`src/spq_pkg.sv`:
```
// Shared types and constants for the stable priority queue.
package spq_pkg;

   localparam int QUEUE_DEPTH_DEF = 32;

   localparam int TAG_W  = 16;
   localparam int PRIO_W = 3;
   localparam int OCC_W  = 6;

   // Priorities run 1..PRIO_LIMIT-1; 1 is most urgent.
   localparam logic [PRIO_W-1:0] PRIO_NONE  = 3'd0;
   localparam logic [PRIO_W-1:0] PRIO_LIMIT = 3'd6;

   localparam logic FUNC_ENQ = 1'b0;
   localparam logic FUNC_DEQ = 1'b1;

   typedef enum logic [1:0] {
      ST_IDLE,
      ST_SCAN,
      ST_SHIFT
   } state_type;

endpackage

```
`src/stable_priority_queue_unit.sv`:
```
// Stable priority queue: tagged entries in arrival order, most-urgent-first dequeue.
//
// A command word is taken when start is high and busy is low; func 0 appends
// (item_tag, item_priority) at the tail, func 1 removes the entry with the
// numerically lowest priority, oldest first among equals. Every command gives
// exactly one result word, shown for a single cycle with rsp_valid high; there
// is no back-pressure, so the receiver must take it in that cycle. Timing: an
// enqueue, or a dequeue on an empty queue, answers on the cycle after the
// command. A dequeue first scans the slots through the single registered
// read port of the entry store with one priority comparator, then moves each
// entry after the winner, if any, down a slot, read and write overlapped, and
// answers once the last one is moved. busy stays high for all of that; a new
// command may be given in the very cycle the result word is shown. Refused
// enqueues (queue full, or priority 0, 6 or 7) leave the queue untouched and
// return ok low. No clearing pass is needed after reset: only slots below
// the fill count are ever read.
module stable_priority_queue_unit #(
   parameter int QUEUE_DEPTH = spq_pkg::QUEUE_DEPTH_DEF
) (
   input  logic                      clock,
   input  logic                      reset,
   input  logic                      start,
   output logic                      busy,
   input  logic                      req_func,
   input  logic [spq_pkg::TAG_W-1:0]  req_item_tag,
   input  logic [spq_pkg::PRIO_W-1:0] req_item_priority,
   output logic                      rsp_valid,
   output logic                      rsp_ok,
   output logic [spq_pkg::TAG_W-1:0]  rsp_out_tag,
   output logic [spq_pkg::PRIO_W-1:0] rsp_out_priority,
   output logic [spq_pkg::OCC_W-1:0]  rsp_occupancy
);
   import spq_pkg::*;

   // slot index width and fill count width (count must reach QUEUE_DEPTH)
   localparam int IDX_W = (QUEUE_DEPTH > 1) ? $clog2(QUEUE_DEPTH) : 1;
   localparam int CNT_W = $clog2(QUEUE_DEPTH + 1);

   // entry store: one write port, one registered read port
   logic [TAG_W-1:0]  slot_tag_ff  [QUEUE_DEPTH];
   logic [PRIO_W-1:0] slot_prio_ff [QUEUE_DEPTH];
   logic [TAG_W-1:0]  rd_tag_ff;
   logic [PRIO_W-1:0] rd_prio_ff;
   logic [IDX_W-1:0]  rd_addr;
   logic              wr_en;
   logic [IDX_W-1:0]  wr_addr;
   logic [TAG_W-1:0]  wr_tag;
   logic [PRIO_W-1:0] wr_prio;

   // sequencer state
   state_type         state_ff,     state_in;
   logic [CNT_W-1:0]  count_ff,     count_in;
   logic [CNT_W-1:0]  cmp_ff,       cmp_in;       // slot whose data is on the read port
   logic [CNT_W-1:0]  best_ff,      best_in;      // best slot; write pointer while shifting
   logic [TAG_W-1:0]  best_tag_ff,  best_tag_in;
   logic [PRIO_W-1:0] best_prio_ff, best_prio_in;

   // result word
   logic              rsp_valid_ff, rsp_valid_in;
   logic              rsp_ok_ff,    rsp_ok_in;
   logic [TAG_W-1:0]  rsp_tag_ff,   rsp_tag_in;
   logic [PRIO_W-1:0] rsp_prio_ff,  rsp_prio_in;
   logic [OCC_W-1:0]  rsp_occ_ff,   rsp_occ_in;

   // shared compare unit and helpers
   logic              take_new;
   logic [CNT_W-1:0]  best_sel;
   logic [TAG_W-1:0]  sel_tag;
   logic [PRIO_W-1:0] sel_prio;
   logic [CNT_W-1:0]  cmp_next;
   logic [CNT_W-1:0]  best_next;
   logic [CNT_W-1:0]  best_skip;
   logic [CNT_W-1:0]  count_dec;
   logic              prio_legal;

   always_ff @(posedge clock) begin
      if (wr_en) begin
         slot_tag_ff[wr_addr]  <= wr_tag;
         slot_prio_ff[wr_addr] <= wr_prio;
      end
      rd_tag_ff  <= slot_tag_ff[rd_addr];
      rd_prio_ff <= slot_prio_ff[rd_addr];
   end

   always_ff @(posedge clock) begin
      if (reset) begin
         state_ff     <= ST_IDLE;
         count_ff     <= '0;
         rsp_valid_ff <= 1'b0;
      end else begin
         state_ff     <= state_in;
         count_ff     <= count_in;
         rsp_valid_ff <= rsp_valid_in;
      end
   end

   always_ff @(posedge clock) begin
      cmp_ff       <= cmp_in;
      best_ff      <= best_in;
      best_tag_ff  <= best_tag_in;
      best_prio_ff <= best_prio_in;
      rsp_ok_ff    <= rsp_ok_in;
      rsp_tag_ff   <= rsp_tag_in;
      rsp_prio_ff  <= rsp_prio_in;
      rsp_occ_ff   <= rsp_occ_in;
   end

   always_comb begin
      // strict less-than keeps the oldest of equal priorities
      take_new   = (cmp_ff == '0) || (rd_prio_ff < best_prio_ff);
      best_sel   = take_new ? cmp_ff     : best_ff;
      sel_tag    = take_new ? rd_tag_ff  : best_tag_ff;
      sel_prio   = take_new ? rd_prio_ff : best_prio_ff;
      cmp_next   = CNT_W'(cmp_ff + 1'b1);
      best_next  = CNT_W'(best_sel + 1'b1);
      best_skip  = CNT_W'(best_ff + 2'd2);
      count_dec  = CNT_W'(count_ff - 1'b1);
      prio_legal = (req_item_priority != PRIO_NONE) && (req_item_priority < PRIO_LIMIT);

      state_in     = state_ff;
      count_in     = count_ff;
      cmp_in       = cmp_ff;
      best_in      = best_ff;
      best_tag_in  = best_tag_ff;
      best_prio_in = best_prio_ff;
      rsp_valid_in = 1'b0;
      rsp_ok_in    = rsp_ok_ff;
      rsp_tag_in   = rsp_tag_ff;
      rsp_prio_in  = rsp_prio_ff;
      rsp_occ_in   = rsp_occ_ff;
      rd_addr      = '0;
      wr_en        = 1'b0;
      wr_addr      = count_ff[IDX_W-1:0];
      wr_tag       = req_item_tag;
      wr_prio      = req_item_priority;

      case (state_ff)
         ST_IDLE: begin
            if (start) begin
               if (req_func == FUNC_ENQ) begin
                  rsp_valid_in = 1'b1;
                  rsp_tag_in   = '0;
                  rsp_prio_in  = PRIO_NONE;
                  if ((count_ff < CNT_W'(QUEUE_DEPTH)) && prio_legal) begin
                     wr_en      = 1'b1;
                     count_in   = CNT_W'(count_ff + 1'b1);
                     rsp_ok_in  = 1'b1;
                     rsp_occ_in = OCC_W'(CNT_W'(count_ff + 1'b1));
                  end else begin
                     rsp_ok_in  = 1'b0;
                     rsp_occ_in = OCC_W'(count_ff);
                  end
               end else if (count_ff == '0) begin
                  rsp_valid_in = 1'b1;
                  rsp_ok_in    = 1'b0;
                  rsp_tag_in   = '0;
                  rsp_prio_in  = PRIO_NONE;
                  rsp_occ_in   = OCC_W'(count_ff);
               end else begin
                  rd_addr  = '0;
                  cmp_in   = '0;
                  best_in  = '0;
                  state_in = ST_SCAN;
               end
            end
         end
         ST_SCAN: begin
            best_in      = best_sel;
            best_tag_in  = sel_tag;
            best_prio_in = sel_prio;
            if (cmp_next < count_ff) begin
               rd_addr = cmp_next[IDX_W-1:0];
               cmp_in  = cmp_next;
            end else if (best_next < count_ff) begin
               rd_addr  = best_next[IDX_W-1:0];
               state_in = ST_SHIFT;
            end else begin
               // winner is the tail slot: nothing to move
               count_in     = count_dec;
               rsp_valid_in = 1'b1;
               rsp_ok_in    = 1'b1;
               rsp_tag_in   = sel_tag;
               rsp_prio_in  = sel_prio;
               rsp_occ_in   = OCC_W'(count_dec);
               state_in     = ST_IDLE;
            end
         end
         ST_SHIFT: begin
            // slot best+1 is on the read port; drop it into slot best
            wr_en   = 1'b1;
            wr_addr = best_ff[IDX_W-1:0];
            wr_tag  = rd_tag_ff;
            wr_prio = rd_prio_ff;
            if (best_skip < count_ff) begin
               rd_addr = best_skip[IDX_W-1:0];
               best_in = CNT_W'(best_ff + 1'b1);
            end else begin
               count_in     = count_dec;
               rsp_valid_in = 1'b1;
               rsp_ok_in    = 1'b1;
               rsp_tag_in   = best_tag_ff;
               rsp_prio_in  = best_prio_ff;
               rsp_occ_in   = OCC_W'(count_dec);
               state_in     = ST_IDLE;
            end
         end
         default: begin
            state_in = ST_IDLE;
         end
      endcase
   end

   assign busy             = (state_ff != ST_IDLE);
   assign rsp_valid        = rsp_valid_ff;
   assign rsp_ok           = rsp_ok_ff;
   assign rsp_out_tag      = rsp_tag_ff;
   assign rsp_out_priority = rsp_prio_ff;
   assign rsp_occupancy    = rsp_occ_ff;

   // a result word is only shown once the sequencer is back to idle
   a_rsp_when_idle: assert property (@(posedge clock) disable iff (reset)
      rsp_valid |-> !busy)
      else $error("result word while sequencer busy");

   // fill count never passes the depth
   a_count_bound: assert property (@(posedge clock) disable iff (reset)
      count_ff <= CNT_W'(QUEUE_DEPTH))
      else $error("fill count beyond depth");

   // an accepted command either answers next cycle or starts a dequeue
   a_cmd_progress: assert property (@(posedge clock) disable iff (reset)
      (start && !busy) |=> (rsp_valid || busy))
      else $error("accepted command lost");

   // any returned priority other than PRIO_NONE is a legal one and comes with ok high
   a_prio_legal: assert property (@(posedge clock) disable iff (reset)
      (rsp_valid && rsp_out_priority != PRIO_NONE)
         |-> (rsp_ok && rsp_out_priority < PRIO_LIMIT))
      else $error("illegal priority returned");

   // shifting only follows a scan
   a_shift_order: assert property (@(posedge clock) disable iff (reset)
      $rose(state_ff == ST_SHIFT) |-> ($past(state_ff) == ST_SCAN))
      else $error("shift without scan");

endmodule

```
`config.mk`:
```
export PLATFORM = sky130hd
export DESIGN_NAME = stable_priority_queue_unit
export DESIGN_NICKNAME = d
export VERILOG_FILES = /design/src/spq_pkg.sv /design/src/stable_priority_queue_unit.sv
export SDC_FILE = /design/constraint.sdc
export NUM_CORES = 1
export LEC_CHECK = 0
export BUFFER_PORTS_ARGS = -buffer_cell sky130_fd_sc_hd__buf_4
export CAP_MARGIN = 5
export CORE_MARGIN = 2
export CORE_UTILIZATION = 57
export DETAILED_ROUTE_END_ITERATION = 12
export GPL_TIMING_DRIVEN = 0
export PLACE_DENSITY = 0.73
export SLEW_MARGIN = 0
export SYNTH_ARGS = -nofsm -noshare
export SYNTH_HDL_FRONTEND = slang
export SYNTH_SLANG_ARGS = --single-unit
```
`constraint.sdc`:
```
create_clock -name clock -period 6.8 [get_ports clock]
set_input_delay 1.7 -clock clock [delete_from_list [all_inputs] [get_ports clock]]
set_output_delay 1.7 -clock clock [all_outputs]
set_load 0.05 [all_outputs]
```
# Yosys cells after proc, flatten, opt, wreduce, memory -nomap -nowiden
# Memories as Yosys holds them, arrays and structs flattened. A register that Yosys moved wholly into a read port is not among the register bits.
# Cells that the tools add are included.
# op_classes
addsub	6
magnitude_cmp	6
n_eq_ne	12
muxes	69
reduce_logical	15
# op_table
op	n
$mux W16	8
$mux W6	15
$pmux W6 S3	3
$pmux W16 S3	1
$add A6 B1 Y6 const B	4
$mux W3	8
$mux W5	4
$lt A6 B6 Y1	3
$ne A2 B2 Y1 const B	9
$mux W1	17
$reduce_and A5 Y1	3
$logic_not A6 Y1	2
$mux W2	6
$pmux W6 S2	1
$reduce_and A6 Y1	2
$pmux W5 S2	1
$pmux W3 S3	1
$add A6 B2 Y6 const B	1
$lt A6 B6 Y1 const B	1
$pmux W1 S3	2
$pmux W2 S3	1
$reduce_bool A3 Y1	2
$sub A6 B1 Y6 const B	1
$reduce_bool A2 Y1	2
other kinds (9)	10
# totals
register_bits	66
ramBits	608
n_memories	2
# mem_list
memory	depth	word_bits	rd	rd_ports_with_merged_regs	write_ports	line	rtl
slot_tag_ff	32	16	1	1	1	stable_priority_queue_unit.sv:40	logic [TAG_W-1:0] slot_tag_ff [QUEUE_DEPTH];
slot_prio_ff	32	3	1	1	1	stable_priority_queue_unit.sv:41	logic [PRIO_W-1:0] slot_prio_ff [QUEUE_DEPTH];

# Longest topological paths before layout
# logic_depth
ltp_word	9
ltp_mapped	26

# Least setup slack after synthesis
# No wires, ideal clock.
# synth_path
kind	reg2reg
from	reg best_prio_ff[2]
to	reg rd_tag_ff[7], read port of slot_tag_ff
arrival_time_ns	4.930
required_time_ns	6.675
slack_ns	1.745
stages_incl_launch_ff	25
path_buffers	4
cell_sequence	edfxtp_1 inv_1 ha_1 nand2_1 o21a_1 nor2_1 clkbuf_1 nand2_1 o21ai_0 ha_1 nand3_1 xor2_1 o22ai_1 ha_1 and4_1 o21ai_0 or3_1 buf_2 a221o_1 buf_4 nor4_4 buf_6 a32o_1 a221oi_1 nor4b_2
# synth_between
elab_chain_len	8
# synth_rtl
element	line	rtl
start, declared	stable_priority_queue_unit.sv:56	logic [PRIO_W-1:0] best_prio_ff, best_prio_in;
start signal, assigned	stable_priority_queue_unit.sv:101	best_prio_ff <= best_prio_in;
$lt A3 B3 Y1 *	stable_priority_queue_unit.sv:110	take_new = (cmp_ff == '0) || (rd_prio_ff < best_prio_ff);
$logic_or A1 B1 Y1 *	stable_priority_queue_unit.sv:110	
$mux W6 *	stable_priority_queue_unit.sv:111	best_sel = take_new ? cmp_ff : best_ff;
$add A6 B1 Y6 *	stable_priority_queue_unit.sv:115	best_next = CNT_W'(best_sel + 1'b1);
$lt A6 B6 Y1	stable_priority_queue_unit.sv:174	end else if (best_next < count_ff) begin
$mux W5 *	stable_priority_queue_unit.sv:174	
$mux W5 *	stable_priority_queue_unit.sv:171	if (cmp_next < count_ff) begin
$pmux W5 S2 *	stable_priority_queue_unit.sv:137	case (state_ff)
end, declared	stable_priority_queue_unit.sv:42	logic [TAG_W-1:0] rd_tag_ff;
# Mark *: on every way between the ends. The rest lies on a longest branch, timed or not.
# A chain may end at the register's enable or synchronous reset.

# Worst setup path after layout
# layout_path
from	reg best_prio_ff[2]
to	reg rd_tag_ff[5], read port of slot_tag_ff
# Same word-level chain as after synthesis.

==> run metrics <==
clk_lat worst skew 0.62 ns; clock sink count 693; Num CTS Buffers 74; routability cong. ~1.0; starting density of the core 57.5%; Setup CP Type reg -> reg; Mapped Nets ~2100; worst path bufs/invs 4; Tcrit/Tclk final between 90% and 100%; wire length per cell around 28 um; Worst IR Drop VDD around 250 uV; vias in the first global route 18700; post-synthesis register bit count about 700; Clock Skews approximately 0.026 ns; commonest non-fill, non-tap cells in the layout 665 x edfxtp_1, 320 x nand2_1, 95 x mux2i_1; pre-CTS WS -0.611 ns; EDFF count, synth 665; grt met1 use a little over two fifths; critical path launch point type flop; Syn. warnings 0; initial antenna violation count 4; Final Hold Viols 0; register area share after synthesis a little over two thirds; gr busiest metal met2; drt via density between 6 and 7; die area between 0.05 and 0.06 sq mm; Nets between 2000 and 2500; Cell Chain, Critical Path inv_1 > ha_1 > a21oi_1 > o21a_1 > nor2_1 > clkbuf_2 > o21ai_0 > ha_1 > nand3_1 > xor2_1 > o22ai_2 > ha_1 > and4_1 > o21ai_2 > o311a_1 > a31oi_1 > buf_2 > buf_1 > nand2_1 > nand3_1 > nand4_1 > nor4b_4; Placed Cells around 2800; pin count of the biggest net entering global routing 33; Final setup viols 0; status finished clean; Cell Rows 83; commonest non-fill, non-tap cell in the layout edfxtp_1; # hold bufs at CTS 0; DR vias 19100; Slew @ Worst Pin 1.08 ns; Max clock buf depth 3; Crit path top cell by count ha_1; WP data required between 7 and 8 ns; max incr delay on CP ~0.58 ns; synthesized area 0.0294 sq mm; grt ovf 0; final WL 83800 um; DIE WIDTH between 200 and 250 um; post-synthesis average cell area 14.1 sq um; first-pass GRT wire length roughly 120000 um; Synth-to-Final Area Change 15.7%; All-Layer GR Usage a little under a third; ANT nets after route 0; Die Height ~230 um; CTS tree yes; RSZ-0062 raised after global routing false; detailed placer's ending HPWL 57400 um; worst hold path type reg -> reg; Core Area 0.0511 sq mm; async set-or-reset flop fraction in the synthesized netlist 0%; highest clock rate around 0.15 GHz; Fin Setup TNS 0 ns; Yosys cell types between 80 and 90; port bufs around 50; reported max-cap violation count 0; CTS Root Cell clkbuf_16; CTS H-tree lvls 3; CP Capture Type flop; post-route insts no fill approximately 3000; slowest cell on the critical path buf_1; n_diodes 0; layout cells sized above 1 between 10% and 20%; PnR worst setup slack between 0.2 and 0.3 ns; DRT Pass-1 Iters 5; Worst EP arrival around 7.0 ns; power density cells approximately 460 mW/mm^2; Top FF cell, synth edfxtp_1; crit-path leading delay family compound AO/OA/AOI/OAI gates; met2 GRT Util 49.8%; Syn Inst Count about 2100; P_leak 11.3 nW; Final Critical Period approximately 6.5 ns; fin util about two thirds; Residual DRC 0; GR Util met3 around 5.5%; final hold slack between 0.5 and 0.6 ns; crit-path max FO 10; Ports 51; Initial DRC Count about 2500; Slew HR roughly 28%; fin. max-slew vios 0; Clk pin slew, worst setup/hold paths roughly 0.06 ns
Yosys cell counts, types with 25 or more instances:
cell / n / area share, %
nand2b_1: 46 / 0.98
nand2_1: 322 / 4.1
a22oi_1: 25 / 0.64
mux2i_1: 95 / 3.2
a21oi_1: 37 / 0.63
nand3_1: 93 / 1.6
nor3_1: 48 / 0.82
clkbuf_1: 62 / 0.79
buf_2: 38 / 0.65
nor2_1: 117 / 1.5
inv_1: 56 / 0.72
ha_1: 29 / 1.2
dfxtp_1: 28 / 1.9
edfxtp_1: 665 / 68
cell families (layout without fill, tap and decap cells):
group	after synthesis	after routing	synth area share (%)
DFF	693	693	69.9
xor gates and xnor gates	25	25	0.771
buffers and inverters	181	404	2.78
muxes	138	138	5.69
adders and majority gates	29	29	1.23
and+or+nand+nor	725	725	12.1
AOI/OAI and AO/OA	290	290	7.58
tightest hold or removal path: stages (launching register included):
cell,delay [ns]
dfxtp_1,0.34
mux2i_1,0.14
nor2_1,0.05
repair_timing:
action / in CTS / in global routing
buffers inserted: 1 / 12
pin swaps: 2 / 8
resized for setup: 30 / 18
setup endpoints to repair: 19 / 45
sequential cells by signal, summed over array words and instances, names as in the netlist:
signal	flops
best_ff	6
best_prio_ff	3
best_tag_ff	16
cmp_ff	6
count_ff	6
rd_prio_ff	3
rd_tag_ff	16
rsp_occupancy	6
rsp_ok	1
rsp_out_priority	3
rsp_out_tag	16
rsp_valid	1
slot_prio_ff	96
slot_tag_ff	512
state_ff	2
routing by layer:
metal | vias to the layer above | part of all wire (%)
met4 | 2 | 5.9
met5 | - | 0.016
met3 | 215 | 8.9
met1 | 9584 | 38
met2 | 1078 | 47
li1 | 8250 | -
report_power, final:
group / leakage [nW] / switching [mW] / total (mW) / internal (mW)
sequential: 6.25 / 0.243 / 5.74 / 5.49
clock: 1.22 / 1.64 / 4.11 / 2.47
combinational: 3.86 / 4.21 / 5.96 / 1.75
path summary, 6_finish.rpt:
check	start	end	slack [ns]	cells past startpoint
worst max-delay path	best_prio_ff[2]	rd_tag_ff[5]	0.30	22
worst max register to register	best_prio_ff[2]	rd_tag_ff[5]	0.30	22
worst min register to register	state_ff[0]	state_ff[0]	0.57	2
worst min-delay path	state_ff[0]	state_ff[0]	0.57	2
layout make-up:
type / count / area (sq um)
inverters: 59 / 221
multi-input cells: 1207 / 8340
flip-flops and latches: 693 / 20500
plain buffers: 120 / 603
repair buffers: 94 / 980
fillers: 3590 / 17100
clock inverters: 34 / 433
clock buffers: 97 / 2050
well taps: 680 / 851
metrics by stage:
| step | power (mW) | instance area (sq um) |
|---|---|---|
| after floorplan | 9.37 | 29400 |
| after CTS | 15.6 | 33800 |
| after global routing | 16.4 | 34000 |
| after detailed placement | 11.5 | 31200 |
| after global placement | 11.3 | 30600 |
| final | 15.8 | 34000 |
No activity file was read; power rests on OpenSTA's default activity.
